## config.mk

```make
export PLATFORM = sky130hd
export DESIGN_NAME = pmc_front
export DESIGN_NICKNAME = d
export VERILOG_FILES = /design/src/rtl/core/pmc_pkg.sv /design/src/rtl/core/pmc_front.sv
export SDC_FILE = /design/constraint.sdc
export NUM_CORES = 2
export LEC_CHECK = 0
export BUFFER_PORTS_ARGS = -buffer_cell sky130_fd_sc_hd__buf_4
export CAP_MARGIN = 10
export CORE_MARGIN = 5
export CORE_UTILIZATION = 50
export CTS_BUF_LIST = sky130_fd_sc_hd__clkbuf_16
export CTS_CLUSTER_DIAMETER = 30
export CTS_CLUSTER_SIZE = 25
export DETAILED_ROUTE_END_ITERATION = 12
export PLACE_DENSITY = 0.66
export SLEW_MARGIN = 10
export SYNTH_ARGS = -nofsm -noshare
export SYNTH_HDL_FRONTEND = slang
export SYNTH_SLANG_ARGS = --single-unit
```

## constraint.sdc

```tcl
create_clock -name clk -period 22.6 [get_ports clk]
set_clock_uncertainty 0.2 [all_clocks]
set_input_delay 2.26 -clock clk [delete_from_list [all_inputs] [get_ports clk]]
set_output_delay 2.26 -clock clk [all_outputs]
set_load 0.005 [all_outputs]
```

## src/rtl/core/pmc_pkg.sv

```systemverilog
// pmc_pkg: shared constants, types and the CORDIC angle table for the
// pose motion classifier. No dependencies.
`default_nettype none
package pmc_pkg;
  localparam int CordicStepsDef = 16;
  localparam int TableLen = 24;
  localparam logic signed [16:0] PiQ13 = 17'sd25736;
  localparam logic [17:0] BackLo = 18'd15441;
  localparam logic [17:0] BackHi = 18'd36031;

  localparam logic [15:0] DistResetVal = 16'd328;
  localparam logic [14:0] TurnResetVal = 15'd143;
  localparam logic [15:0] FactResetVal = 16'd4096;

  localparam logic [1:0] RegDist = 2'd0;
  localparam logic [1:0] RegTurn = 2'd1;
  localparam logic [1:0] RegFact = 2'd2;

  typedef enum logic [2:0] {
    MOT_FWD   = 3'd0,
    MOT_BACK  = 3'd1,
    MOT_LEFT  = 3'd2,
    MOT_RIGHT = 3'd3,
    MOT_STOP  = 3'd4
  } motion_t;

  // Front-to-back queue entry: label already known, or atan2 still needed.
  typedef struct packed {
    logic              need_atan;
    motion_t           motion;
    logic signed [32:0] dx;
    logic signed [32:0] dy;
    logic signed [15:0] hp;
    logic              far;   // dsq > lim_sq
  } job_t;

  function automatic logic [13:0] atan_tab(input logic [4:0] i);
    logic [13:0] v;
    begin
      case (i)
        5'd0: v = 14'd6434;
        5'd1: v = 14'd3798;
        5'd2: v = 14'd2007;
        5'd3: v = 14'd1019;
        5'd4: v = 14'd511;
        5'd5: v = 14'd256;
        5'd6: v = 14'd128;
        5'd7: v = 14'd64;
        5'd8: v = 14'd32;
        5'd9: v = 14'd16;
        5'd10: v = 14'd8;
        5'd11: v = 14'd4;
        5'd12: v = 14'd2;
        5'd13: v = 14'd1;
        default: v = 14'd0;
      endcase
      return v;
    end
  endfunction
endpackage
`default_nettype wire

```

## src/rtl/core/pmc_front.sv

```systemverilog
// pmc_front: accepts pose samples, computes travel and heading change and
// decides turn/stop, pushing jobs into the queue. Uses pmc_pkg.
`default_nettype none
module pmc_front (
  input  wire logic               clk,
  input  wire logic               rst_n,
  input  wire logic               in_valid,
  output logic                    in_ready,
  input  wire logic signed [31:0] in_pos_x,
  input  wire logic signed [31:0] in_pos_y,
  input  wire logic signed [15:0] in_heading,
  input  wire logic [15:0]        dist_lim,
  input  wire logic [14:0]        turn_lim,
  input  wire logic [15:0]        turn_fact,
  output logic                    job_valid,
  input  wire logic               job_ready,
  output pmc_pkg::job_t           job
);
  typedef enum logic [3:0] {
    F_IDLE = 4'b0001, F_SQX = 4'b0010, F_SQY = 4'b0100, F_DEC = 4'b1000
  } fstate_t;

  fstate_t state_r, state_nxt;
  logic have_prev_r;
  logic signed [31:0] prev_x_r, prev_y_r;
  logic signed [15:0] prev_h_r;
  logic signed [32:0] dx_r, dy_r;
  logic signed [15:0] hc_r, hp_r;
  logic [63:0] dsq_r;
  logic        sat_r;
  logic [63:0] lim_sq_r, turn_sq_r;
  logic [31:0] thr_r;
  logic [31:0] ax, ay, msel;
  logic [63:0] prod;
  logic signed [16:0] dh;
  logic [16:0] dang;
  logic [63:0] dsq_f;
  pmc_pkg::motion_t mot;
  logic turn_c, stop_c;

  assign in_ready = (state_r == F_IDLE);
  assign ax = dx_r[32] ? 32'(-dx_r) : dx_r[31:0];
  assign ay = dy_r[32] ? 32'(-dy_r) : dy_r[31:0];
  // Shared 32x32 multiplier for the squares of |dx| and |dy|.
  assign msel = (state_r == F_SQX) ? ax : ay;
  assign prod = {32'd0, msel} * {32'd0, msel};
  assign dsq_f = sat_r ? '1 : dsq_r;
  assign dh = 17'(hc_r) - 17'(hp_r);
  assign dang = dh[16] ? 17'(-dh) : 17'(dh);
  assign turn_c = (dang > {2'd0, turn_lim}) && (dsq_f < turn_sq_r);
  assign stop_c = dsq_f < lim_sq_r;
  always_comb begin
    if (hp_r < hc_r) mot = (hc_r == 16'sd0) ? pmc_pkg::MOT_RIGHT : pmc_pkg::MOT_LEFT;
    else mot = (hc_r == 16'sd0) ? pmc_pkg::MOT_LEFT : pmc_pkg::MOT_RIGHT;
    if (!turn_c) mot = pmc_pkg::MOT_STOP;
  end
  assign job_valid = (state_r == F_DEC);
  always_comb begin
    job.need_atan = !turn_c && !stop_c;
    job.motion = mot;
    job.dx = dx_r;
    job.dy = dy_r;
    job.hp = hp_r;
    job.far = dsq_f > lim_sq_r;
  end

  // Sequencer
  always_comb begin
    state_nxt = state_r;
    case (state_r)
      F_IDLE: if (in_valid) state_nxt = F_SQX;
      F_SQX: state_nxt = F_SQY;
      F_SQY: state_nxt = F_DEC;
      F_DEC: if (job_ready) state_nxt = F_IDLE;
      default: state_nxt = F_IDLE;
    endcase
  end

  always_ff @(posedge clk) begin
    if (!rst_n) begin
      state_r <= F_IDLE;
      have_prev_r <= 1'b0;
      prev_x_r <= '0;
      prev_y_r <= '0;
      prev_h_r <= '0;
    end else begin
      state_r <= state_nxt;
      if (in_valid && in_ready) begin
        have_prev_r <= 1'b1;
        prev_x_r <= in_pos_x;
        prev_y_r <= in_pos_y;
        prev_h_r <= in_heading;
      end
    end
  end

  // Datapath
  always_ff @(posedge clk) begin
    case (state_r)
      F_IDLE: begin
        dx_r <= have_prev_r ? 33'(in_pos_x) - 33'(prev_x_r) : '0;
        dy_r <= have_prev_r ? 33'(in_pos_y) - 33'(prev_y_r) : '0;
        hc_r <= in_heading;
        hp_r <= have_prev_r ? prev_h_r : in_heading;
        lim_sq_r <= {32'd0, 16'd0, dist_lim} * {32'd0, 16'd0, dist_lim};
        thr_r <= 32'(({16'd0, turn_fact} * {16'd0, dist_lim}) >> 12);
      end
      F_SQX: begin
        sat_r <= (dx_r[32] ? (dx_r < -33'sd2147483647) : dx_r[31])
               | (dy_r[32] ? (dy_r < -33'sd2147483647) : dy_r[31]);
        dsq_r <= prod;
        turn_sq_r <= {32'd0, thr_r} * {32'd0, thr_r};
      end
      F_SQY: dsq_r <= dsq_r + prod;
      default: ;
    endcase
  end
endmodule
`default_nettype wire

```

==> Flow_metrics.wiki <==
{| class="wikitable"
! Metric !! Value
|-
| Required @ worst endpoint || roughly 23 ns
|-
| Post_cts resized || 0
|-
| Max Cap Violations || 0
|-
| Final routed wirelength across all metal layers || about 220 mm
|-
| Number of cell instances on the worst register-to-register path || 42
|-
| Drt first pass iters || 6
|-
| Sequential-to-total area share from yosys stat || 11.8%
|-
| Beginning of the critical path || dy_r[5]
|-
| Overall via count from detail_route || 59400
|-
| Cells taking the most area after synthesis || sky130_fd_sc_hd__fa_1 (36%), sky130_fd_sc_hd__ha_1 (14%), sky130_fd_sc_hd__inv_1 (9.8%), sky130_fd_sc_hd__edfxtp_1 (9.6%), sky130_fd_sc_hd__nand2_1 (4.4%)
|-
| Cell area after layout || around 0.086 sq mm
|-
| Hold-fix buffers at CTS || 0
|-
| Port Buf Inserts || around 220
|-
| Core Rows || ~150
|-
| Most common flop cell mapped by yosys || sky130_fd_sc_hd__edfxtp_1
|-
| Post-synth EDFFs || 253
|-
| Critical Path End Type || register
|-
| Mean post-synth cell area || around 9 sq um
|-
| Adder and majority cell fraction of the synthesized area || around half
|-
| H-tree level count || 3
|-
| CP most frequent cell || sky130_fd_sc_hd__fa_1
|-
| Cells after Synth || 8696
|-
| Number of buffers on the longest clock path || 3
|-
| Skew-Pair Late Insertion Delay || ~0.68 ns
|-
| Final ANT Viol Nets || 0
|-
| Via/cell ratio || around 5.4
|-
| Startpoint type of the worst setup path || register
|-
| Crit path max-delay cell type || sky130_fd_sc_hd__a2111oi_0
|-
| Largest fanout on the critical path || 19
|-
| Utilization after layout || between 50 and 60%
|-
| Via count of the first global-routing pass || between 60000 and 70000
|-
| Run status || finished clean
|-
| Clock transition at the registers of the reported paths || around 0.05 ns
|-
| CTS tree || yes
|-
| Area of placed instances || around 0.083 sq mm
|-
| Core area || around 0.16 sq mm
|-
| Achievable frequency || 0.0700 GHz
|-
| Endpoint of the worst setup timing path || dsq_r[59]
|-
| Worst R2R Start || dy_r[5]
|-
| Yosys cell types || 85
|-
| Fin worst setup slack || slightly above 8 ns
|-
| TritonCTS buffer count || just over 90
|-
| Residual overflow from global routing || 0
|-
| Setup WS pre-CTS || about 8.4 ns
|-
| Number of nets in the synthesized netlist || between 10000 and 15000
|-
| CP Data Arrival Time || around 15 ns
|-
| Gp weighted congestion || around 0.96
|-
| Area growth from synthesis to layout || 9.17%
|-
| Destination of the worst register-to-register timing path || dsq_r[59]
|-
| Final Hold Vio Count || 0
|-
| First-pass GRT wire length || 349 mm
|-
| Summed instance area of the synthesized netlist || around 0.08 sq mm
|-
| Fraction of final layout cells sized beyond drive strength 1 || under 10%
|-
| Number of clock sinks seen by CTS || approximately 340
|-
| IO Pins || between 200 and 250
|-
| Proportion of synthesized area in mux cells || less than 1%
|-
| Setup repair after global routing missed its margin || no
|-
| Register-to-register setup slack || approximately 8.3 ns
|-
| Total global-route track usage || between 20 and 30%
|-
| Max Transition Viols Final || 0
|-
| Worst slew margin relative to its limit || between 20% and 30%
|-
| Total Neg Setup Slack || 0 ns
|-
| Post-layout min period || about 14 ns
|-
| Setup violators final || 0
|-
| DRC errors left || 0
|-
| Most instantiated library cell after synthesis || sky130_fd_sc_hd__inv_1
|-
| Effective utilization at floorplan || 50.4%
|-
| Worst hold path class || reg -> reg
|-
| Root buffer cell || sky130_fd_sc_hd__clkbuf_16
|-
| Startpoint-to-endpoint class of the critical path || reg -> reg
|-
| Synthesis-stage register bit count || about 340
|-
| Die Outline Area || around 0.17 sq mm
|-
| Worst-Margin Slew || ~1.2 ns
|-
| Worst path max stage delay || a little over 0.9 ns
|-
| Die Wd || about 400 um
|-
| Per-cell routed wire length || around 20 um
|-
| Area fraction of the dominant cell type after synthesis || 36.5%
|-
| Most instantiated cells after synthesis || sky130_fd_sc_hd__inv_1 (2046), sky130_fd_sc_hd__fa_1 (1435), sky130_fd_sc_hd__nand2_1 (930), sky130_fd_sc_hd__ha_1 (874), sky130_fd_sc_hd__nor2_1 (540)
|-
| Die boundary height || approximately 400 um
|-
| Fill cell instance count of the final layout || about 14000
|-
| Yosys warning count || 0
|-
| Share of the clock period used by the worst path || 63.2%
|-
| Number of antenna violations at the first check in global routing || 7
|-
| Largest family of logic cells by synthesized area || adder cells
|-
| Largest net degree at the start of global routing || 85
|-
| Starting DRC count in detailed routing || around 3900
|-
| Number of buffers inserted to repair setup after CTS || 0
|-
| Area share of and/or/nand/nor cells after synthesis || 12.8%
|-
| Fraction of synthesis flops using an asynchronous set or reset pin || 0%
|-
| Library cell occupying the most area in the post-synthesis netlist || sky130_fd_sc_hd__fa_1
|-
| Final Net Count || approximately 11000
|-
| Estimated wirelength of the detail-placed design || around 180 mm
|-
| Compound-Gate Fraction of Synth Area || around 9%
|-
| Fraction of synthesized cell area in xor and xnor cells || 4.17%
|}
[cell usage in the layout, fill, tap and decap left out, types with 17 or more instances in the layout]
cell type	instances
sky130_fd_sc_hd__nand4_1	58
sky130_fd_sc_hd__a31oi_1	27
sky130_fd_sc_hd__xor2_1	155
sky130_fd_sc_hd__o31ai_1	33
sky130_fd_sc_hd__or2_2	56
sky130_fd_sc_hd__buf_4	294
sky130_fd_sc_hd__nor3_1	70
sky130_fd_sc_hd__dfxtp_1	85
sky130_fd_sc_hd__nor2b_1	58
sky130_fd_sc_hd__and2_1	249
sky130_fd_sc_hd__nor4_1	24
sky130_fd_sc_hd__nand2_1	929
sky130_fd_sc_hd__xnor2_1	218
sky130_fd_sc_hd__nand2b_1	57
sky130_fd_sc_hd__or4_1	17
sky130_fd_sc_hd__ha_1	874
sky130_fd_sc_hd__or3_1	25
sky130_fd_sc_hd__o21ai_0	210
sky130_fd_sc_hd__and3_1	33
sky130_fd_sc_hd__a21oi_1	273
sky130_fd_sc_hd__nand3_1	47
sky130_fd_sc_hd__a21o_1	168
sky130_fd_sc_hd__nor2_1	540
sky130_fd_sc_hd__fa_1	1435
sky130_fd_sc_hd__inv_1	2050
sky130_fd_sc_hd__edfxtp_1	253
sky130_fd_sc_hd__a21boi_0	90
sky130_fd_sc_hd__mux2_2	36
sky130_fd_sc_hd__clkbuf_16	92
sky130_fd_sc_hd__o21a_1	58
sky130_fd_sc_hd__bufinv_16	23
sky130_fd_sc_hd__o21bai_1	45
[per-layer routing]
metal	GRT usage (%)	vias up	wire [um]
met2	44.7	1957	103000
met3	4.04	487	14800
li1	-	27200	-
met5	0	-	26
met1	35.6	29700	90000
met4	10.2	4	9540
[per-stage QoR]
stage,hold slack [ns],std cells
global placement,0.249,10800
global route,0.280,10900
finish,0.263,10900
detailed placement,0.258,10800
floorplan,0.240,8696
CTS,0.265,10900
[area by class of cell]
type / instances / area, sq um / share of cell area, %
Antenna cell: 8 / 20.0 / 0.0233
Sequential cell: 338 / 9300 / 10.8
Clock buffer: 92 / 2300 / 2.68
Multi-Input combinational cell: 6018 / 60700 / 70.7
Tap cell: 2058 / 2570 / 3.00
Timing Repair Buffer: 294 / 2210 / 2.57
Inverter: 2057 / 7720 / 8.98
Clock inverter: 75 / 1100 / 1.28
[kinds of logic after synthesis]
| family | Yosys count |
|---|---|
| buffers and inverters | 2340 |
| adders and majority gates | 2309 |
| and+or+nand+nor | 2208 |
| AOI/OAI and AO/OA | 1079 |
| xor gates and xnor gates | 374 |
| DFF | 338 |
| muxes | 48 |
[registers in the layout, summed over array words and instances, names as in the netlist]
signal / flops
dsq_r: 64
dx_r: 33
dy_r: 33
thr_r: 20
hp_r: 16
prev_h_r: 16
turn_sq_r: 39
sat_r: 1
prev_y_r: 32
lim_sq_r: 31
hc_r: 16
prev_x_r: 32
have_prev_r: 1
state_r: 4
[critical path: cells and delay by family (launching register included)]
kind | cells | cell delay (ns)
AO/OA/AOI/OAI | 13 | 3.72
XOR/XNOR | 4 | 0.93
adder cells (fa/ha/maj) | 10 | 4.44
buffers and inverters | 5 | 1.13
flip-flops | 1 | 0.44
multiplexers | 1 | 0.27
AND/OR/NAND/NOR | 9 | 2.87
[worst min path at each step]
stage,startpoint,endpoint,slack [ns],cells past startpoint
floorplan,prev_h_r[0],prev_h_r[0],0.24,2
global placement,prev_h_r[7],prev_h_r[7],0.25,2
global route,prev_y_r[9],prev_y_r[9],0.28,2
CTS,prev_x_r[9],prev_x_r[9],0.27,2
detailed placement,prev_h_r[13],prev_h_r[13],0.26,2
finish,prev_h_r[10],prev_h_r[10],0.26,2
Power is left out: the tool's default activity adds up to more than one toggle a clock period on the data nets, which glitch-free logic cannot reach.
