File: src/rtl/core/pmc_pkg.sv
// pmc_pkg: shared constants, types and the CORDIC angle table for the
// pose motion classifier. No dependencies.
`default_nettype none
package pmc_pkg;
  localparam int CordicStepsDef = 16;
  localparam int TableLen = 24;
  localparam logic signed [16:0] PiQ13 = 17'sd25736;
  localparam logic [17:0] BackLo = 18'd15441;
  localparam logic [17:0] BackHi = 18'd36031;

  localparam logic [15:0] DistResetVal = 16'd328;
  localparam logic [14:0] TurnResetVal = 15'd143;
  localparam logic [15:0] FactResetVal = 16'd4096;

  localparam logic [1:0] RegDist = 2'd0;
  localparam logic [1:0] RegTurn = 2'd1;
  localparam logic [1:0] RegFact = 2'd2;

  typedef enum logic [2:0] {
    MOT_FWD   = 3'd0,
    MOT_BACK  = 3'd1,
    MOT_LEFT  = 3'd2,
    MOT_RIGHT = 3'd3,
    MOT_STOP  = 3'd4
  } motion_t;

  // Front-to-back queue entry: label already known, or atan2 still needed.
  typedef struct packed {
    logic              need_atan;
    motion_t           motion;
    logic signed [32:0] dx;
    logic signed [32:0] dy;
    logic signed [15:0] hp;
    logic              far;   // dsq > lim_sq
  } job_t;

  function automatic logic [13:0] atan_tab(input logic [4:0] i);
    logic [13:0] v;
    begin
      case (i)
        5'd0: v = 14'd6434;
        5'd1: v = 14'd3798;
        5'd2: v = 14'd2007;
        5'd3: v = 14'd1019;
        5'd4: v = 14'd511;
        5'd5: v = 14'd256;
        5'd6: v = 14'd128;
        5'd7: v = 14'd64;
        5'd8: v = 14'd32;
        5'd9: v = 14'd16;
        5'd10: v = 14'd8;
        5'd11: v = 14'd4;
        5'd12: v = 14'd2;
        5'd13: v = 14'd1;
        default: v = 14'd0;
      endcase
      return v;
    end
  endfunction
endpackage
`default_nettype wire

File: src/rtl/core/pmc_queue.sv
// pmc_queue: two-entry job queue between front and back parts.
// Uses pmc_pkg::job_t.
`default_nettype none
module pmc_queue (
  input  wire logic          clk,
  input  wire logic          rst_n,
  input  wire logic          wr_valid,
  output logic               wr_ready,
  input  wire pmc_pkg::job_t wr_data,
  output logic               rd_valid,
  input  wire logic          rd_ready,
  output pmc_pkg::job_t      rd_data
);
  pmc_pkg::job_t mem_r [2];
  logic wp_r, rp_r;
  logic [1:0] cnt_r;
  logic wr, rd;

  assign wr_ready = (cnt_r != 2'd2);
  assign rd_valid = (cnt_r != 2'd0);
  assign rd_data = mem_r[rp_r];
  assign wr = wr_valid && wr_ready;
  assign rd = rd_valid && rd_ready;

  always_ff @(posedge clk) begin
    if (wr) mem_r[wp_r] <= wr_data;
  end
  always_ff @(posedge clk) begin
    if (!rst_n) begin
      wp_r <= 1'b0;
      rp_r <= 1'b0;
      cnt_r <= 2'd0;
    end else begin
      if (wr) wp_r <= ~wp_r;
      if (rd) rp_r <= ~rp_r;
      cnt_r <= cnt_r + {1'b0, wr} - {1'b0, rd};
    end
  end
endmodule
`default_nettype wire

File: config.mk
export PLATFORM = sky130hd
export DESIGN_NAME = pmc_queue
export DESIGN_NICKNAME = d
export VERILOG_FILES = /design/src/rtl/core/pmc_pkg.sv /design/src/rtl/core/pmc_queue.sv
export SDC_FILE = /design/constraint.sdc
export NUM_CORES = 1
export LEC_CHECK = 0
export BUFFER_PORTS_ARGS = -buffer_cell sky130_fd_sc_hd__clkbuf_2
export CORE_MARGIN = 2
export CORE_UTILIZATION = 52
export DETAILED_ROUTE_END_ITERATION = 7
export HOLD_SLACK_MARGIN = 0.08
export PLACE_DENSITY = 0.91
export SETUP_SLACK_MARGIN = 0.15
export SLEW_MARGIN = 5
export SYNTH_ARGS = -nofsm -noshare
export SYNTH_HDL_FRONTEND = slang
export SYNTH_SLANG_ARGS = --single-unit
File: constraint.sdc
create_clock -name clk -period 5.7 [get_ports clk]
set_input_delay 0.855 -clock clk [delete_from_list [all_inputs] [get_ports clk]]
set_output_delay 0.855 -clock clk [all_outputs]
set_load 0.02 [all_outputs]
==> results of run 1 <==
-- cells by family (layout without fill, tap and decap cells) --
group	after synthesis	count (layout)	synth area share
AOI/OAI and AO/OA	1	1	0.00113
DFF	179	179	0.803
adders and majority gates	2	2	0.00377
muxes	88	88	0.166
buffers and inverters	11	215	0.0128
xor gates and xnor gates	3	3	0.00396
and+or+nand+nor	11	11	0.00924
-- power by group through the flow --
stage	Clock, mW	Sequential, mW	Combinational [mW]
2_1_floorplan	0	1.73	0.741
3_3_place_gp	0	1.77	0.949
3_5_place_dp	0	1.79	0.968
4_1_cts	1.13	1.76	0.972
5_1_grt	1.17	1.77	1.02
6_report	1.11	1.75	0.954
-- flip-flops by register name, summed over array words and instances (netlist names), named ones only --
register,flops
mem_r,174
rp_r,1
cnt_r,2
wp_r,1
-- cells in the final DEF, fill, tap and decap left out, types with 2 or more instances in the layout --
master      netlist  routed
clkbuf_2          0     179
edfxtp_1        174     174
mux2_2           57      57
mux2_4           30      30
clkbuf_16         0      17
clkinv_4          0       4
clkinvlp_4        0       4
dfxtp_1           5       4
xnor2_1           3       3
buf_4             0       3
nand2b_1          2       2
nand2_1           2       2
nor2b_1           2       2
and2_1            2       2
ha_1              2       2
clkinv_1          0       2
clkbuf_1          0       2
bufinv_16         0       2
-- layout make-up --
cell class	instances	area, sq um	share of cell area
Multi-Input combinational cell	105	1230	0.149
Clock buffer	19	433	0.0523
Clock inverter	13	138	0.0166
Sequential cell	179	5330	0.644
Inverter	1	3.75	0.000454
Tap cell	172	215	0.0260
Timing Repair Buffer	182	918	0.111
-- final timing paths --
kind | from | to | slack, ps | cells past startpoint
worst max-delay path | register | rd_data[28] | 2380 | 3
worst min-delay path | rp_r$_SDFFE_PN0P_ | register | 540 | 2
worst max register to register | cnt_r[0]$_SDFF_PN0_ | mem_r[0][8]$_DFFE_PP_ | 3160 | 4
worst min register to register | rp_r$_SDFFE_PN0P_ | register | 540 | 2
-- critical path: cells and delay by family, from the launching register on --
kind | cells | cell delay [ps]
muxes | 1 | 420
DFF | 1 | 880
buffers and inverters | 2 | 730
-- metal layers --
layer / wire [microns] / track usage / share of wire
met1: 4420 / 0.188 / 0.38
met2: 6180 / 0.307 / 0.53
met3: 754 / 0.0525 / 0.065
met4: 261 / 0.0910 / 0.022
met5: 0 / 0 / 0
==> impl_results.md, run 1 <==
* Status: complete, no violations
* Sequential share of power at 0.460
* CP max FO at 50
* Slowest cell delay on critical path at 880 ps
* RSZ-0062 raised after global routing: false
* Slowest CP cell: dfxtp_4
* Crit. End Element: primary output
* Relative slew slack at 0.436
* WP data arrival at 2470 ps
* Sw Pwr at 1.10 mW
* Worst skew pair latency at ~420 ps
* Pin count of the biggest net entering global routing at 59
* Worst slew pin tran at 845 ps
* CTS Buffer Depth at 2
* Number of global-route vias before repair at 3529
* Gr ovfl total at 0
* Maximum Capacitance Violations at 0
* Design area at 8270 sq um
* Setup WS post-layout at 2380 ps
* Hold Crit Class: reg2reg
* Mapped Cells at 295
* Chip width at 117 microns
* Placement Setup Slack at 2700 ps
* Post-DP HPWL at 7.68 mm
* Sw frac at 0.290
* Mapped Nets at between 300 and 400
* Util after Layout at 0.661
* CTS Buf Count at 17
* Post-synth cell types at 18
* Worst-path clk slew at 60 ps
* Top cells by count, synth: edfxtp_1, mux2_2, mux2_4
* Placed cells at 639
* Final Hold Fails at 0
* TNS Setup at 0 ps
* Fin cells at 671
* Mapped Area at 6630 sq um
* Syn-to-layout area delta at 24.7%
* Yosys warnings at 0
* CTS Sinks at 179
* WL/cell at between 15 and 20 microns
* Ant diodes at 0
* Share of cells above drive strength 1 at 0.603
* Routed WL at 11.6 mm
* Internal at 2.71 mW
* WP data required at 4850 ps
* Drt drc at 0
* Post-route total power at 3.81 mW
* Post-CTS setup buffers at 0
* Max Clock Freq at 301 MHz
* Gate power share at 0.250
* #FFs+latches synth at 179
* CTS tree: built
* PwrDens at 461 nW/um^2
* H-Tree Depth at 4
* Worst Setup Start Kind: register
* Initial antenna violation count at 0
* Via count at 3360
* Lkg Pwr at approximately 3.2 nW
* Post-synth EDFFs at ~170
* Synth area leaders: edfxtp_1, mux2_2, mux2_4, dfxtp_1, buf_6
* Routability cong. at 0.680
* Initial Util at 0.530
* Port bufs at 179
* Vias/cell at roughly 5.0
* Die area at 13700 sq um
* Max VDD drop at 0.264 mV
* Initial drt markers at roughly 220
* Type of the worst setup path: reg2out
* Rows at 41
* Tot GR Track Use at 0.174
* CTS root buf: clkbuf_16
* Post-cts gate resize count at 0
* Die height at 117 microns
* Drt first pass iters at 4
* Syn Area/Cell at 22.5 sq um
* Sequential-to-total area share from yosys stat at 0.803
* Cell Area, Placed at 7700 sq um
* Fill cells at around 870
* Top-Level Pins at 180
* Core area at 12500 sq um
* Min Hold Slack at 538 ps
* Yosys top cell by area: edfxtp_1
* Cell with the most instances after synthesis: edfxtp_1
* Final setup vio count at 0
* Top FF cell, synth: edfxtp_1
* Top-area cell type share of the netlist area at 0.788
* Post-CTS Hold Buffers at 0
* Clk pwr share at 0.290
* Detail Route Antenna Nets at 0
* Nets@finish at 579
* Cell Chain, Critical Path: buf_4, mux2_2, clkbuf_2
* Global-route wire length before repair at about 17 mm
* Final slew viol count at 0
* Fin crit share at 0.583
* Fin crit period at 3320 ps
* Setup Skew at between 8 and 9 ps
* Async set-reset flop share out of synthesis at 0
Note: power is estimated with default switching activity, not from simulation.
==> run 2, diff against run 1 <==
==> constraint.sdc (replaced) <==
create_clock -name clk -period 3.13 [get_ports clk]
set_input_delay 0.4695 -clock clk [delete_from_list [all_inputs] [get_ports clk]]
set_output_delay 0.4695 -clock clk [all_outputs]
set_load 0.02 [all_outputs]
==> impl_results.md, run 2 (synthesis gave the netlist of run 1 again) <==
* Final Hold Fails at 0 (unchanged)
* Min-delay src: wr_data[22]
* Drt first pass iters at 4 (unchanged)
* Nets@finish at 581 (+0.35%)
* Post-CTS setup buffers at 0 (unchanged)
* Vias/cell at 4.99 (-0.45%)
* Maximum Capacitance Violations at 0 (unchanged)
* Slowest CP cell: dfxtp_4
* PwrDens at 853 nW/um^2 (+85%)
* Design area at 8340 sq um (+0.86%)
* CTS Sinks at 179 (unchanged)
* Detail Route Antenna Nets at 0 (unchanged)
* Largest reg by FF count: mem_r
* Largest register FFs at 174 (unchanged)
* Top flop regs: mem_r x174, cnt_r x2
* H-Tree Depth at 4 (unchanged)
* CP max FO at 28 (-44%)
* CTS Buffer Depth at 2 (unchanged)
* Cell Chain, Critical Path: buf_4, mux2_2, clkbuf_2
* CTS root buf: clkbuf_16
* Commonest non-fill, non-tap cell in the layout: clkbuf_2
* Initial drt markers at 219 (+1.9%)
* Relative slew slack at 0.591 (+0.156)
* Global-route wire length before repair at 16.9 mm (-1.7%)
* Commonest non-fill, non-tap cells in the layout: clkbuf_2, edfxtp_1, mux2_2
* Worst-path clk slew at 70 ps (about the same)
* Fin cells at 673 (+0.30%)
* Post-DP HPWL at 8.01 mm (+4.2%)
* CTS tree: built
* Initial antenna violation count at 0 (unchanged)
* Via count at 3355 (-0.15%)
* Final slew viol count at 0 (unchanged)
* Final setup vio count at 0 (unchanged)
* Fin crit period at 2380 ps
* Pin count of the biggest net entering global routing at 47 (-20%)
* Global routing met1 resource utilization at 0.193 (+0.00412)
* Post-CTS Hold Buffers at 0 (unchanged)
* CTS Buf Count at 17 (unchanged)
* Number of global-route vias before repair at 3352 (-5.0%)
* M3 GR Usage at 0.0561 (+0.00360)
* Initial Util at 0.530 (unchanged)
* Chip width at 117 microns (unchanged)
* Setup Skew at 11.1 ps (+2.51 ps)
* Placed cells at 641 (+0.31%)
* Cell Area, Placed at 7740 sq um (+0.52%)
* Hold Crit Class: in2reg
* TNS Setup at 0 ps (unchanged)
* Lkg Pwr at 3.22 nW (+1.2%)
* Crit. End Element: primary output
* Worst skew pair latency at 420 ps (about the same)
* Post-cts gate resize count at 0 (unchanged)
* Die height at 117 microns (unchanged)
* Port bufs at 179 (unchanged)
* Share of cells above drive strength 1 at 0.601 (-0.00241)
* Core area at 12500 sq um (unchanged)
* Type of the worst setup path: reg2out
* Drt drc at 0 (unchanged)
* Worst Setup Start Kind: register
* Routed WL at 11.8 mm (+1.5%)
* GR met2 Demand/Resource at 0.306 (-0.00116)
* RSZ-0062 raised after global routing: false
* WL/cell at 17.5 microns (+1.2%)
* Max Clock Freq at approximately 420 MHz
* Tot GR Track Use at 0.172 (-0.00114)
* Gr ovfl total at 0 (unchanged)
* Top-Level Pins at 180 (unchanged)
* Rows at 41 (unchanged)
* FF-to-FF Start: cnt_r[0]$_SDFF_PN0_
* Worst slew pin tran at 613 ps (-232 ps)
* Slowest cell delay on critical path at 510 ps (-370 ps)
* Fin crit share at 0.761
* Max VDD drop at 0.569 mV (+120%)
* Ant diodes at 0 (unchanged)
* Status: complete, no violations
* WP data required at 2660 ps (-2190 ps)
* Die area at 13700 sq um (unchanged)
* Syn-to-layout area delta at 25.8%
* Gr busiest metal: met2
* WP data arrival at 1910 ps (-560 ps)
* Routability cong. at 0.703 (+3.4%)
-- run 2: metrics by stage --
step                      setup WS (ps)  hold slack, ps  power (mW)   util
after floorplan                     634             488        4.48      -
after global placement             1260             511        4.95  0.618
after detailed placement           1180             535        5.03  0.618
after CTS                           719             216        7.18  0.667
after global routing                662             221        7.40  0.667
final                               748             230        7.11  0.667
-- run 2: final timing paths --
path / endpoint / slack [ps] / cells after the start
setup / recovery: rd_data[7] / 750 / 3
hold / removal: mem_r[0][22]$_DFFE_PP_ / 230 / 1
hold reg to reg: wp_r$_SDFFE_PN0N_ / 560 / 2
setup reg to reg: mem_r[1][23]$_DFFE_PP_ / 1290 / 3
-- run 2: per-layer routing --
metal	share of wire	vias to the layer above
met5	0	-
met4	0.015	0
met3	0.060	16
met2	0.53	120
met1	0.39	1662
li1	-	1557
-- run 2: area by class of cell --
cell class                      instances  area [sq um]
Sequential cell                       179          5330
Fill cell                             879          4170
Multi-Input combinational cell        105          1230
Timing Repair Buffer                  184           958
Clock buffer                           22           444
Tap cell                              172           215
Clock inverter                         10           158
Inverter                                1          3.75
-- run 2: power breakdown --
part	switching, mW	leakage, nW	total [mW]	internal, mW
Sequential	0.118	1.67	3.13	3.01
Combinational	1.06	1.26	1.83	0.768
Clock	0.824	0.286	2.16	1.33
Total	2.00	3.22	7.11	5.11
-- run 2: critical path, delay by kind of cell (launching register included) --
family	cells	cell delay, ps
flops	1	510
mux	1	390
buf+inv	2	570
==> run 3, diff against run 2 <==
--- a/config.mk
+++ b/config.mk
@@ -7,10 +7,10 @@
 export LEC_CHECK = 0
 export BUFFER_PORTS_ARGS = -buffer_cell sky130_fd_sc_hd__clkbuf_2
 export CORE_MARGIN = 2
-export CORE_UTILIZATION = 52
+export CORE_UTILIZATION = 47
 export DETAILED_ROUTE_END_ITERATION = 7
 export HOLD_SLACK_MARGIN = 0.08
-export PLACE_DENSITY = 0.91
+export PLACE_DENSITY = 0.88
 export SETUP_SLACK_MARGIN = 0.15
 export SLEW_MARGIN = 5
 export SYNTH_ARGS = -nofsm -noshare
==> constraint.sdc (replaced) <==
create_clock -name clk -period 2.1 [get_ports clk]
set_input_delay 0.315 -clock clk [delete_from_list [all_inputs] [get_ports clk]]
set_output_delay 0.315 -clock clk [all_outputs]
set_load 0.02 [all_outputs]
==> impl_results.md, run 3 (synthesis gave the netlist of run 1 again) <==
* Gr ovfl total at 0 (unchanged)
* Relative slew slack at 0.664 (+0.0722)
* Clk pwr share at 0.284 (-0.019)
* Drt drc at 0 (unchanged)
* CTS tree: built
* Fin crit period at 1940 ps
* Sw frac at 0.289 (+0.00768)
* CP max FO at 44 (+57%)
* Max Clock Freq at 515 MHz
* Type of the worst setup path: reg2out
* Detail Route Antenna Nets at 0 (unchanged)
* Util after Layout at 0.641 (-0.0260)
* Number of global-route vias before repair at 3668 (+9.4%)
* Share of cells above drive strength 1 at 0.554 (-0.0471)
* Core area at 13800 sq um (+10%)
* Slowest CP cell: dfxtp_4
* WL/cell at 16.7 microns (-4.5%)
* Sw Pwr at 3.04 mW (+52%)
* WP data arrival at 1630 ps (-280 ps)
* Gate power share at 0.276 (+0.019)
* Nets@finish at 630 (+8.4%)
* CTS Sinks at 179 (unchanged)
* Design area at 8860 sq um (+6.2%)
* Commonest non-fill, non-tap cells in the layout: clkbuf_2, edfxtp_1, mux2_2
* Maximum Capacitance Violations at 0 (unchanged)
* Internal at 7.48 mW (+46%)
* Initial Util at 0.480 (-0.0502)
* Largest reg by FF count: mem_r
* Cell Area, Placed at 7780 sq um (+0.57%)
* H-Tree Depth at 4 (unchanged)
* CTS Buf Count at 17 (unchanged)
* Largest register FFs at 174 (unchanged)
* Worst-path clk slew at 60 ps (about the same)
* Die height at 123 microns (+5.0%)
* PwrDens at 1190 nW/um^2 (+39%)
* Post-route total power at 10.5 mW (+48%)
* Routability cong. at 0.704 (+0.24%)
* Status: complete, no violations
* Worst slew pin tran at 505 ps (-108 ps)
* Pin count of the biggest net entering global routing at 88 (+87%)
* WP data required at 1780 ps (-880 ps)
* Placement Setup Slack at 451 ps (-731 ps)
* Via count at 3539 (+5.5%)
* Top-Level Pins at 180 (unchanged)
* Sequential share of power at 0.440 (about the same)
* Syn-to-layout area delta at 33.5%
* Setup WS post-layout at 158 ps (-590 ps)
* Crit. End Element: primary output
* Lkg Pwr at 3.42 nW (+6.3%)
* RSZ-0062 raised after global routing: true
* Final Hold Fails at 0 (unchanged)
* Top flop regs: mem_r x174, cnt_r x2
* Cell Chain, Critical Path: buf_16, mux2_2, clkbuf_2
* Tot GR Track Use at 0.161 (-0.0112)
* Final slew viol count at 0 (unchanged)
* Routed WL at 12.2 mm (+3.5%)
* Die area at 15100 sq um (+10%)
* Fin crit share at 0.925
* Rows at 43 (+4.9%)
* CTS Buffer Depth at 2 (unchanged)
* Global-route wire length before repair at 18.0 mm (+6.5%)
* Hold Crit Class: in2reg
* Drt first pass iters at 6 (+2)
* Final setup vio count at 0 (unchanged)
* Slowest cell delay on critical path at 380 ps (-130 ps)
* Vias/cell at 4.85 (-2.6%)
* Worst skew pair latency at 410 ps (about the same)
* Initial antenna violation count at 0 (unchanged)
* Commonest non-fill, non-tap cell in the layout: clkbuf_2
* Worst Setup Start Kind: register
* Max VDD drop at 0.966 mV (+70%)
* CTS root buf: clkbuf_16
* Port bufs at 179 (unchanged)
* Initial drt markers at 196 (-11%)
* Ant diodes at 0 (unchanged)
* Chip width at 123 microns (+5.0%)
* Setup Skew at 11.1 ps (+0.0825 ps)
## run 3: cell types whose count changed in the layout (fill, tap and decap cells not counted), moves of 3 or more
cell and change:
dlygate4sd3_1 +50, clkbuf_1 -5, buf_4 -3, clkinv_1 +3
## run 3: per-layer routing
metal | track usage | vias to the layer above | part of all wire
met2 | 0.295 | 135 | 0.55
met1 | 0.173 | 1737 | 0.38
met5 | 0 | - | 0
met3 | 0.0437 | 17 | 0.051
met4 | 0.0711 | 0 | 0.016
li1 | - | 1650 | -
## run 3: area by class of cell
class / instances / area, sq um
Fill cell: 945 / 4970
Clock inverter: 14 / 139
Multi-Input combinational cell: 105 / 1250
Sequential cell: 179 / 5330
Inverter: 1 / 3.75
Tap cell: 180 / 225
Timing Repair Buffer: 233 / 1480
Clock buffer: 17 / 425
## run 3: power by group through the flow
stage               clock network (mW)  registers (mW)  logic (mW)
finish                            2.99            4.63        2.90
floorplan                            0            4.66        2.03
global route                      3.19            4.67        3.10
global placement                     0            4.67        2.78
detailed placement                   0            4.71        2.84
CTS                               3.06            4.64        2.92
## run 3: worst paths after layout
kind | startpoint | to | slack, ps | depth (start not counted)
setup reg to reg | cnt_r[1]$_SDFF_PN0_ | cnt_r[1]$_SDFF_PN0_ | 460 | 7
hold reg to reg | wp_r$_SDFFE_PN0N_ | wp_r$_SDFFE_PN0N_ | 570 | 2
setup / recovery | register | rd_data[4] | 160 | 3
hold / removal | wr_data[45] | mem_r[0][45]$_DFFE_PP_ | 100 | 1
## run 3: through the flow
step	std cells	TNS [ps]	hold WS, ps
floorplan	295	-16150	414
global placement	648	0	503
detailed placement	648	0	509
CTS	726	0	80.4
global route	729	0	83.2
finish	729	0	96.9
## run 3: repair_timing
item | CTS | global route
endpoints found under the hold margin | 92 | 5
setup buffers | 0 | 0
hold buffers | 47 | 3
gates resized for setup | 1 | 0
setup endpoints to repair | 8 | 70
## run 3: critical path, delay by kind of cell (launching register included)
family / cells / cell delay, ps
buffers and inverters: 2 / 400
flip-flops: 1 / 380
multiplexers: 1 / 380
